File: src/sv/tchi_pkg.sv
// ---------------------------------------------------------------------------
// tchi_pkg
// Types, sizes and codes shared by the terrain cell height interpolator.
// ---------------------------------------------------------------------------
`default_nettype none

package tchi_pkg;

   localparam int CELLS_PER_SIDE = 8;
   localparam int HEIGHT_BITS    = 24;
   localparam int GRID_STRIDE    = 2 * CELLS_PER_SIDE + 1;
   localparam int GRID_ENTRIES   = (CELLS_PER_SIDE + 1) * (CELLS_PER_SIDE + 1)
                                   + CELLS_PER_SIDE * CELLS_PER_SIDE;
   localparam int ADDR_BITS      = $clog2(GRID_ENTRIES);

   // Field widths of the ports
   localparam int INDEX_BITS = 8;
   localparam int CELL_BITS  = 3;
   localparam int FRAC_BITS  = 16;

   // Weights span roughly -2^16 .. 2^17
   localparam int WEIGHT_BITS = FRAC_BITS + 3;
   localparam int PROD_BITS   = WEIGHT_BITS + HEIGHT_BITS;
   localparam int ACC_BITS    = PROD_BITS + 2;
   localparam int Q_BITS      = ACC_BITS - FRAC_BITS;

   localparam logic FUNC_WRITE = 1'b0;
   localparam logic FUNC_QUERY = 1'b1;

   typedef enum logic [1:0] {
      S_IDLE,
      S_READ,
      S_DRAIN,
      S_DONE
   } state_type;

   // Chosen triangle: centre weight first, then the two corners
   typedef struct packed {
      logic                          found;
      logic signed [WEIGHT_BITS-1:0] w_a;
      logic signed [WEIGHT_BITS-1:0] w_b;
      logic signed [WEIGHT_BITS-1:0] w_c;
      logic [ADDR_BITS-1:0]          addr_a;
      logic [ADDR_BITS-1:0]          addr_b;
      logic [ADDR_BITS-1:0]          addr_c;
   } tri_type;

   typedef struct packed {
      logic       clr;
      logic       rd;
      logic [1:0] sel;
   } mac_ctrl_type;

endpackage

`default_nettype wire

File: src/sv/tchi_mac.sv
// ---------------------------------------------------------------------------
// tchi_mac
// Multiply-accumulate of grid heights by their weights, with rounding to
// nearest and saturation to the height range.
// ---------------------------------------------------------------------------
`default_nettype none

module tchi_mac
   import tchi_pkg::*;
(
   input  wire logic                   clock,
   input  wire logic                   reset,
   input  wire mac_ctrl_type           ctrl,
   input  wire tri_type                tri_sel,
   input  wire logic [HEIGHT_BITS-1:0] rd_data,
   output      logic [HEIGHT_BITS-1:0] height
);

   localparam logic signed [ACC_BITS-1:0] ROUND_BIAS = ACC_BITS'(32768);
   localparam logic signed [Q_BITS-1:0]   Q_MAX =
      Q_BITS'((64'sd1 <<< (HEIGHT_BITS - 1)) - 64'sd1);
   localparam logic signed [Q_BITS-1:0]   Q_MIN =
      Q_BITS'(-(64'sd1 <<< (HEIGHT_BITS - 1)));

   logic                          dv_ff, pv_ff;
   logic [1:0]                    sel_ff;
   logic signed [WEIGHT_BITS-1:0] weight;
   logic signed [PROD_BITS-1:0]   prod_in, prod_ff;
   logic signed [ACC_BITS-1:0]    acc_in, acc_ff;
   logic signed [Q_BITS-1:0]      q;

   always_ff @(posedge clock) begin
      if (reset) begin
         dv_ff <= 1'b0;
         pv_ff <= 1'b0;
      end else begin
         dv_ff <= ctrl.rd;
         pv_ff <= dv_ff;
      end
   end

   // Track which vertex the returning read data belongs to
   always_ff @(posedge clock) begin
      sel_ff <= ctrl.sel;
   end

   always_comb begin
      case (sel_ff)
         2'd0:    weight = tri_sel.w_a;
         2'd1:    weight = tri_sel.w_b;
         2'd2:    weight = tri_sel.w_c;
         default: weight = '0;
      endcase
      prod_in = PROD_BITS'(signed'(rd_data) * weight);
   end

   always_ff @(posedge clock) begin
      if (dv_ff) begin
         prod_ff <= prod_in;
      end
   end

   always_comb begin
      acc_in = acc_ff;
      if (ctrl.clr) begin
         acc_in = ROUND_BIAS;
      end else if (pv_ff) begin
         acc_in = acc_ff + ACC_BITS'(prod_ff);
      end
   end

   always_ff @(posedge clock) begin
      acc_ff <= acc_in;
   end

   // Arithmetic shift gives floor, so the bias rounds ties upwards
   always_comb begin
      q = acc_ff[ACC_BITS-1:FRAC_BITS];
      if (q > Q_MAX) begin
         height = Q_MAX[HEIGHT_BITS-1:0];
      end else if (q < Q_MIN) begin
         height = Q_MIN[HEIGHT_BITS-1:0];
      end else begin
         height = q[HEIGHT_BITS-1:0];
      end
   end

endmodule

`default_nettype wire

File: config.mk
export PLATFORM = sky130hd
export DESIGN_NAME = tchi_mac
export DESIGN_NICKNAME = d
export VERILOG_FILES = /design/src/sv/tchi_pkg.sv /design/src/sv/tchi_mac.sv
export SDC_FILE = /design/constraint.sdc
export NUM_CORES = 2
export LEC_CHECK = 0
export ABC_AREA = 0
export ABC_CLOCK_PERIOD_IN_PS = 8570
export BUFFER_PORTS_ARGS = -buffer_cell sky130_fd_sc_hd__buf_2
export CAP_MARGIN = 20
export CORE_MARGIN = 5
export CORE_UTILIZATION = 40
export DETAILED_ROUTE_END_ITERATION = 8
export GPL_TIMING_DRIVEN = 0
export PLACE_DENSITY = 0.57
export SYNTH_ARGS = -nofsm -noshare
export SYNTH_HDL_FRONTEND = slang
export SYNTH_SLANG_ARGS = --single-unit
File: constraint.sdc
create_clock -name clock -period 8.57 [get_ports clock]
set_clock_uncertainty 0.1 [all_clocks]
set_input_delay 1.714 -clock clock [delete_from_list [all_inputs] [get_ports clock]]
set_output_delay 1.714 -clock clock [all_outputs]
set_load 0.05 [all_outputs]
==> reports/metrics.cfg <==
[drt]
ant_nets=0
vias=16900
remaining_drc_errors=0
drt-total-wl_um=65500
drt_iter0_markers=940
wl_per_cell_um=19.9
vias_per_cell=5.13
dr.pass1.iters=7

[place]
dp_slack_ns=-1.83
hpwl_um=54600
place_congestion=0.944
io_buffer_count=96

[clock_network]
worstSkewPairLatency_ns=0.40
numCtsBuffers=9
clk_path_buf_depth=2
cts_tree=built
path_clk_slew_ns=0.07
postCtsHoldBufs=0
clockRootBuffer=clkbuf_16
cts_sinks=92
htree_levels=3

[sta]
timing.final.ws_setup_ns=0.180
hold_viol_final=0
relSlewSlack=0.388
period_minus_slack_ns=8.39
period_share=0.979
maxSlewViolCount=0
setup-violations-final=0
max_freq_mhz=119
worst-slew-pin-transition_ns=0.918

[synth]
synth_most_common_cell=inv_1
synth_edf_count=43
synth_area_um2=22200
synth_cells=2402
yosysTopAreaCellShare=0.411
synth_fp_nets=3136
async_flop_share=0
ys_warn_count=0
synth_area_leaders=fa_1 (41%), ha_1 (9.4%), inv_1 (7.9%)
ys_types=70
synth_commonest_cells=inv_1 (465), fa_1 (455), nand2_1 (300)
syn_area_per_cell_um2=9.23
synth_top_flop_cell=dfxtp_1
synth.yosys.seq_area_share=0.103
ys_seq_elements=92
yosys.area.top_type=fa_1

[setup_path]
cp.required_ns=8.59
cp.arrival_ns=8.41
critPathKind=input pin to flip-flop
path_max_fanout=10
cp-end-kind=flip-flop
start_kind=input pin

[status]
status=finished, final reports clean

[floorplan]
die_h_um=245
core_um2=55000
rows=86
io_pins=136
start_util=0.403
dieArea_um2=60200
die_w_um=245

[global_routing]
grt_usage=0.224
grt-ovfl-total=0
grt_max_degree=29
grt_pass1_wl_um=104000
antenna_found_initial=2
grt_pass1_vias=18300

[layout]
nets=3267
layout-area-overhead-vs-synth_pct=10.8
drive_above_1_share=0.120

[worst_hold_path]
hp-class=flip-flop to flip-flop

[flow_run]
cap_violations=0

## per-layer routing
metal / vias to the layer above / GRT usage / routed length, um
li1: 7678 / - / -
met1: 8497 / 0.293 / 28000
met2: 558 / 0.366 / 30100
met3: 119 / 0.0543 / 5120
met4: 0 / 0.0755 / 2280
met5: - / 0 / 0
## final timing paths
| path | slack [ns] | to | start | cells after the start |
|---|---|---|---|---|
| worst max-delay path | 0.18 | prod_ff[39]$_DFFE_PP_ | tri_sel[61] | 23 |
| worst min-delay path | 0.39 | acc_ff[15]$_SDFFE_PP1P_ | acc_ff[15]$_SDFFE_PP1P_ | 2 |
| worst max register to register | 0.42 | prod_ff[42]$_DFFE_PP_ | sel_ff[1]$_DFF_P_ | 28 |
| worst min register to register | 0.39 | acc_ff[15]$_SDFFE_PP1P_ | acc_ff[15]$_SDFFE_PP1P_ | 2 |
## sequential cells by signal, indices dropped and copies added, names as in the netlist
name and flops:
pv_ff 1, sel_ff 2, acc_ff 45, dv_ff 1, prod_ff 43
## layout by cell type (no fill, tap or decap), types with 5 or more instances in the layout
cell       instances
nor2b_1           10
dfxtp_1           48
a21oi_2            6
fa_2               5
or2_2              9
a31oi_1            6
o21ai_1            7
o22ai_1            7
clkbuf_2          38
buf_4             31
nand4_1            8
ha_1             160
o21ai_0           29
o21ai_2           18
and2_1           200
xnor2_1           58
fa_1             450
nor2_1           101
a21o_1            64
nand2b_1          13
clkbuf_1          23
and3_1             8
o211ai_1           8
o21ai_4            7
xor2_1            21
a211oi_1          12
buf_2            110
clkbuf_16          9
a211o_1            7
ha_2               7
edfxtp_1          43
buf_1              6
inv_1            463
nand2_1          300
o21bai_1           5
o21a_1            11
a21oi_1           77
mux2i_1           37
nand3_1           18
clkbuf_4           9
## stage by stage
step | cell area (um^2) | util | TNS, ns | cells | hold WS (ns)
after floorplan | 22200 | - | 0 | 2402 | 0.346
after global placement | 23600 | 0.429 | -34.42 | 3246 | 0.371
after detailed placement | 23600 | 0.430 | -28.95 | 3252 | 0.367
after CTS | 24300 | 0.441 | 0 | 3271 | 0.385
after global routing | 24600 | 0.447 | -0.0364 | 3286 | 0.424
final | 24600 | 0.447 | 0 | 3287 | 0.388
## worst max-delay path: stages
cell	delay, ns
buf_2	0.09
mux2i_1	0.12
nor2_1	0.06
a21oi_2	0.34
clkbuf_4	0.37
nor2_1	0.08
fa_1	0.65
fa_1	0.47
fa_1	0.54
fa_1	0.44
fa_1	0.51
fa_1	0.41
ha_1	0.29
ha_1	0.35
a21o_1	0.18
a211o_1	0.33
or4_1	0.54
o21ai_4	0.25
o31ai_4	0.09
o21ai_2	0.20
nand2b_1	0.10
a21oi_2	0.19
xnor2_2	0.11
## layout make-up
cell class | instances | area (um^2)
fillers | 5382 | 30400
well taps | 748 | 936
inverters | 466 | 1750
clock buffers | 9 | 225
flip-flops and latches | 92 | 2270
clock inverters | 7 | 66.3
multi-input cells | 1737 | 18000
repair buffers | 124 | 707
plain buffers | 103 | 584
diodes | 1 | 2.50
## timing repair
action	CTS	global route
pin swaps	6	21
setup buffers	5	17
endpoints found under the setup margin	25	10
gates resized for setup	126	84
## logic make-up after synthesis
logic type / after synthesis / share of synthesized area
flip-flops: 92 / 0.103
adder cells (fa/ha/maj): 622 / 0.505
multiplexers: 41 / 0.0187
XOR/XNOR: 83 / 0.0328
AND/OR/NAND/NOR: 686 / 0.148
buffers and inverters: 573 / 0.0978
AO/OA/AOI/OAI: 305 / 0.0946
Power is not shown: default switching activity piles up to over one toggle a cycle in this logic, so the estimate is an artifact.
