$ cat config.mk
export PLATFORM = sky130hd
export DESIGN_NAME = tchi_grid_ram
export DESIGN_NICKNAME = d
export VERILOG_FILES = /design/src/sv/tchi_pkg.sv /design/src/sv/tchi_grid_ram.sv
export SDC_FILE = /design/constraint.sdc
export NUM_CORES = 2
export LEC_CHECK = 0
export ABC_AREA = 1
export BUFFER_PORTS_ARGS = -buffer_cell sky130_fd_sc_hd__buf_2
export CAP_MARGIN = 0
export CORE_UTILIZATION = 30
export DETAILED_ROUTE_END_ITERATION = 12
export PLACE_DENSITY = 0.47
export SLEW_MARGIN = 20
export SYNTH_ARGS = -nofsm -noshare
export SYNTH_HDL_FRONTEND = slang
export SYNTH_SLANG_ARGS = --single-unit
$ cat constraint.sdc
create_clock -name clock -period 2.8 [get_ports clock]
set_clock_uncertainty 0.1 [all_clocks]
set_input_delay 0.28 -clock clock [delete_from_list [all_inputs] [get_ports clock]]
set_output_delay 0.28 -clock clock [all_outputs]
set_load 0.005 [all_outputs]
$ cat src/sv/tchi_pkg.sv
// ---------------------------------------------------------------------------
// tchi_pkg
// Types, sizes and codes shared by the terrain cell height interpolator.
// ---------------------------------------------------------------------------
`default_nettype none

package tchi_pkg;

   localparam int CELLS_PER_SIDE = 8;
   localparam int HEIGHT_BITS    = 24;
   localparam int GRID_STRIDE    = 2 * CELLS_PER_SIDE + 1;
   localparam int GRID_ENTRIES   = (CELLS_PER_SIDE + 1) * (CELLS_PER_SIDE + 1)
                                   + CELLS_PER_SIDE * CELLS_PER_SIDE;
   localparam int ADDR_BITS      = $clog2(GRID_ENTRIES);

   // Field widths of the ports
   localparam int INDEX_BITS = 8;
   localparam int CELL_BITS  = 3;
   localparam int FRAC_BITS  = 16;

   // Weights span roughly -2^16 .. 2^17
   localparam int WEIGHT_BITS = FRAC_BITS + 3;
   localparam int PROD_BITS   = WEIGHT_BITS + HEIGHT_BITS;
   localparam int ACC_BITS    = PROD_BITS + 2;
   localparam int Q_BITS      = ACC_BITS - FRAC_BITS;

   localparam logic FUNC_WRITE = 1'b0;
   localparam logic FUNC_QUERY = 1'b1;

   typedef enum logic [1:0] {
      S_IDLE,
      S_READ,
      S_DRAIN,
      S_DONE
   } state_type;

   // Chosen triangle: centre weight first, then the two corners
   typedef struct packed {
      logic                          found;
      logic signed [WEIGHT_BITS-1:0] w_a;
      logic signed [WEIGHT_BITS-1:0] w_b;
      logic signed [WEIGHT_BITS-1:0] w_c;
      logic [ADDR_BITS-1:0]          addr_a;
      logic [ADDR_BITS-1:0]          addr_b;
      logic [ADDR_BITS-1:0]          addr_c;
   } tri_type;

   typedef struct packed {
      logic       clr;
      logic       rd;
      logic [1:0] sel;
   } mac_ctrl_type;

endpackage

`default_nettype wire

$ cat src/sv/tchi_grid_ram.sv
// ---------------------------------------------------------------------------
// tchi_grid_ram
// Height grid store: one write port, one read port, registered read data.
// ---------------------------------------------------------------------------
`default_nettype none

module tchi_grid_ram
   import tchi_pkg::*;
(
   input  wire logic                   clock,
   input  wire logic                   we,
   input  wire logic [ADDR_BITS-1:0]   waddr,
   input  wire logic [HEIGHT_BITS-1:0] wdata,
   input  wire logic                   re,
   input  wire logic [ADDR_BITS-1:0]   raddr,
   output      logic [HEIGHT_BITS-1:0] rdata
);

   logic [HEIGHT_BITS-1:0] mem [GRID_ENTRIES];
   logic [HEIGHT_BITS-1:0] rdata_ff;

   always_ff @(posedge clock) begin
      if (we) begin
         mem[waddr] <= wdata;
      end
   end

   always_ff @(posedge clock) begin
      if (re) begin
         rdata_ff <= mem[raddr];
      end
   end

   assign rdata = rdata_ff;

endmodule

`default_nettype wire

==> results.sh <==
export IMPL_status="complete, no violations"
export IMPL_cts_clk_slew_worst_paths_ns=0.06
export IMPL_syn_instance_count=11365
export IMPL_numPortBuffers=66
export IMPL_chipHeight_um=686
export IMPL_post_cts_resize_count=0
export IMPL_initial_core_util_pct=30.2
export IMPL_overflow=0
export IMPL_routed_via_density=5.05
export IMPL_reg2regPathDepth=11
export IMPL_grtUsageTotal_pct=20.1
export IMPL_worst_r2r_setup_slack_ns=0.53
export IMPL_cp_max_fo=24
export IMPL_wl_um=487000
export IMPL_grt_setup_unrepaired="no"
export IMPL_number_of_buffers_inserted_by_post_cts_setup_repair=0
export IMPL_proportion_of_layout_cells_with_a_drive_suffix_above_1_pct=14.2
export IMPL_worst_endpoint_arrival_ns=3.06
export IMPL_max_freq_mhz=392
export IMPL_dpl_cell_count=17869
export IMPL_slew_headroom_pct=31.9
export IMPL_clkLatencyLatePin_ns=1.00
export IMPL_critical_path_slowest_cell="sky130_fd_sc_hd__dlygate4sd3_1"
export IMPL_critical_path_reg2reg_endpoint="rdata[23]$_DFFE_PP_"
export IMPL_post_synth_top_area_fraction_pct=74.9
export IMPL_grt_pass1_wl_um=686000
export IMPL_synth_area_per_cell_um2=12.4
export IMPL_wl_met1_um=216000
export IMPL_last_element_of_the_critical_path="mem[64][4]$_DFFE_PP_"
export IMPL_ys_ff_latch=3504
export IMPL_crit_reg2reg_launch="mem[9][23]$_DFFE_PP_"
export IMPL_synth_area_um2=140000
export IMPL_leakage_power_of_the_design_nw=58.6
export IMPL_period_share_pct=91.2
export IMPL_cts_sink_count=3504
export IMPL_yosys_warnings=0
export IMPL_top_signal_layer_used="met5"
export IMPL_worst_pin_slew_ns=1.02
export IMPL_worstPathRequired_ns=3.31
export IMPL_max_stage_delay_ns=0.71
export IMPL_route_antenna_remaining_nets=0
export IMPL_finalNetCount=12158
export IMPL_fill_cells=45278
export IMPL_fp_dieArea_um2=471000
export IMPL_htreeDepth=5
export IMPL_floorplan_io_pins=67
export IMPL_cts_root_buffer_cell="sky130_fd_sc_hd__clkbuf_16"
export IMPL_synthesis_nets=11408
export IMPL_met2_wirelength_um=219000
export IMPL_drt_initial_drc_count=9556
export IMPL_timing_critical_path_buf_inv=5
export IMPL_peakVddDrop_uv=480
export IMPL_cap_violations=0
export IMPL_final_std_cells_w_o_fill=18601
export IMPL_dr_total_vias=93888
export IMPL_setup_worst_path_class="in -> reg"
export IMPL_slew_violations=0
export IMPL_power_density_nw_per_um2=679
export IMPL_placement_rows=250
export IMPL_number_of_drc_violations_after_detailed_routing=0
export IMPL_floorplan_core_area_um2=465000
export IMPL_tritoncts="done"
export IMPL_netlist_top_cell_by_area="sky130_fd_sc_hd__edfxtp_1"
export IMPL_end_kind="register"
export IMPL_finalPower_mw=115
export IMPL_first_global_vias=89273
export IMPL_cpLargestDelayFamily="buffers and inverters"
export IMPL_placement_cell_area_um2=157000
export IMPL_gpl_final_weighted_congestion=0.842
export IMPL_met3_wl_post_dr_um=35200
export IMPL_finalCriticalPeriod_ns=2.55
export IMPL_antenna_found_initial=38
export IMPL_layout_cell_area_excl_fill_um2=169000
export IMPL_floorplan_die_width_um=686
export IMPL_detailed_place_hpwl_um=301000
export IMPL_drt_wirelength_per_cell_um=26.2
export IMPL_timing_critical_path_cells="dlygate4sd3_1 -> buf_2 -> inv_1 -> nor2_1 -> nand2_1 -> buf_4 -> nor2_4 -> buf_12"
export IMPL_worstSetupPathDepth=8
export IMPL_cp_launch_point="waddr[6]"
export IMPL_synth_area_top_cells="sky130_fd_sc_hd__edfxtp_1 (75%), sky130_fd_sc_hd__nand3_1 (11%), sky130_fd_sc_hd__nand2_1 (8.7%), sky130_fd_sc_hd__buf_2 (1.3%), sky130_fd_sc_hd__nor2_1 (1.1%)"
export IMPL_final_core_utilization_pct=36.3
export IMPL_yosysSeqAreaShare_pct=74.9
export IMPL_area_growth_synth_to_final_pct=20.2
export IMPL_number_of_hold_slack_violations_in_the_final_timing_report=0
export IMPL_min_delay_path_class="in -> reg"
export IMPL_setup_viol=0
export IMPL_first_pass_iters=6
export IMPL_cts_made_buffers=387
export IMPL_max_clock_path_buffers=4
export IMPL_worst_setup_path_start_kind="input port"
export IMPL_synth_unique_cells=23
export IMPL_grt_start_max_net_pins=88
cell usage after synthesis, drive strengths merged:
cell / instances
nand3: 3054
clkbuf: 165
edfxtp: 3504
buf: 608
or2: 7
a31o: 2
o211ai: 9
a21oi: 9
nor3: 2
o22ai: 80
nand2: 3243
nor2: 398
o21ai: 228
clkinv: 1
o221ai: 18
inv: 37
layout make-up:
type / count / area [µm²] / area share [%]
antenna: 9 / 22.5 / 0.0133
clock buffer: 485 / 10100 / 6.00
clock inverter: 207 / 1590 / 0.939
inverter: 38 / 205 / 0.121
multi-input combinational: 7050 / 31500 / 18.7
sequential: 3504 / 105000 / 62.3
tap: 6174 / 7720 / 4.57
timing repair buffer: 1134 / 12500 / 7.39
worst register-to-register path, stage by stage (launching register included):
cell and delay, ns:
sky130_fd_sc_hd__edfxtp_1 0.37, sky130_fd_sc_hd__nand2_1 0.08, sky130_fd_sc_hd__nand3_1 0.08, sky130_fd_sc_hd__nand3_1 0.10, sky130_fd_sc_hd__nand3_1 0.21, sky130_fd_sc_hd__nand3_1 0.28
sky130_fd_sc_hd__nand3_1 0.27, sky130_fd_sc_hd__buf_4 0.23, sky130_fd_sc_hd__nand3_1 0.06, sky130_fd_sc_hd__nand2_1 0.05, sky130_fd_sc_hd__nand2_1 0.06, sky130_fd_sc_hd__nand2_1 0.07
worst min-delay path by stage:
stage / cells after the start / slack [ns] / startpoint / to
2_1_floorplan: 0 / 0.28 / wdata[0] / mem[0][0]$_DFFE_PP_
3_3_place_gp: 2 / 0.45 / mem[144][8]$_DFFE_PP_ / rdata[8]$_DFFE_PP_
3_5_place_dp: 2 / 0.46 / mem[144][8]$_DFFE_PP_ / rdata[8]$_DFFE_PP_
4_1_cts: 5 / 0.07 / waddr[5] / mem[144][18]$_DFFE_PP_
5_1_grt: 5 / 0.15 / waddr[5] / mem[144][18]$_DFFE_PP_
6_report: 5 / 0.17 / waddr[5] / mem[144][18]$_DFFE_PP_
cell families (layout without fill, tap and decap cells):
family                 Yosys count  count (layout)  share of synthesized area (%)
AO/OA/AOI/OAI                  346             346                           1.37
flip-flops                    3504            3504                           74.9
AND/OR/NAND/NOR               6704            6704                           20.6
other                            0               9                              0
buffers and inverters          811            1864                           3.09
metrics by stage:
| stage | setup TNS (ns) | hold WS [ns] | setup WS [ns] |
|---|---|---|---|
| after global routing | 0 | 0.150 | 0.295 |
| after detailed placement | -3.36 | 0.461 | -0.383 |
| after floorplan | -6.22 | 0.279 | -0.130 |
| after CTS | 0 | 0.0651 | 0.395 |
| after global placement | -4.67 | 0.454 | -0.377 |
| final | 0 | 0.165 | 0.247 |
routing by layer:
metal | track usage, % | vias up
met2 | 31.4 | 3134
met3 | 3.61 | 680
li1 | - | 42395
met5 | 0 | -
met4 | 5.75 | 20
met1 | 28.6 | 47659
power breakdown:
group	switching (mW)	internal (mW)	total, mW
clock network	21.3	27.0	48.3
registers	0.106	57.9	58.0
logic	5.94	2.57	8.50
total	27.3	87.4	115
sequential cells by signal (all words and copies together) (netlist names):
signal  flops
mem      3480
rdata      24
layout by cell type (no fill, tap or decap), types with 18 or more instances in the layout:
| cell | instances |
|---|---|
| sky130_fd_sc_hd__dlygate4sd3_1 | 31 |
| sky130_fd_sc_hd__clkinv_2 | 63 |
| sky130_fd_sc_hd__clkinv_1 | 98 |
| sky130_fd_sc_hd__inv_1 | 32 |
| sky130_fd_sc_hd__o21ai_0 | 210 |
| sky130_fd_sc_hd__clkbuf_16 | 391 |
| sky130_fd_sc_hd__buf_12 | 309 |
| sky130_fd_sc_hd__nor2_2 | 99 |
| sky130_fd_sc_hd__nor2_1 | 255 |
| sky130_fd_sc_hd__o21ai_1 | 18 |
| sky130_fd_sc_hd__buf_6 | 25 |
| sky130_fd_sc_hd__buf_4 | 729 |
| sky130_fd_sc_hd__clkbuf_1 | 94 |
| sky130_fd_sc_hd__o22ai_1 | 80 |
| sky130_fd_sc_hd__nor2_4 | 44 |
| sky130_fd_sc_hd__o221ai_1 | 18 |
| sky130_fd_sc_hd__nand2_1 | 3242 |
| sky130_fd_sc_hd__nand3_1 | 3053 |
| sky130_fd_sc_hd__edfxtp_1 | 3504 |
| sky130_fd_sc_hd__buf_2 | 37 |
what timing repair did:
action	CTS	global route
setup endpoints to repair	0	0
hold buffers	31	0
hold endpoints to repair	3046	0
(Power assumes the default switching activity.)
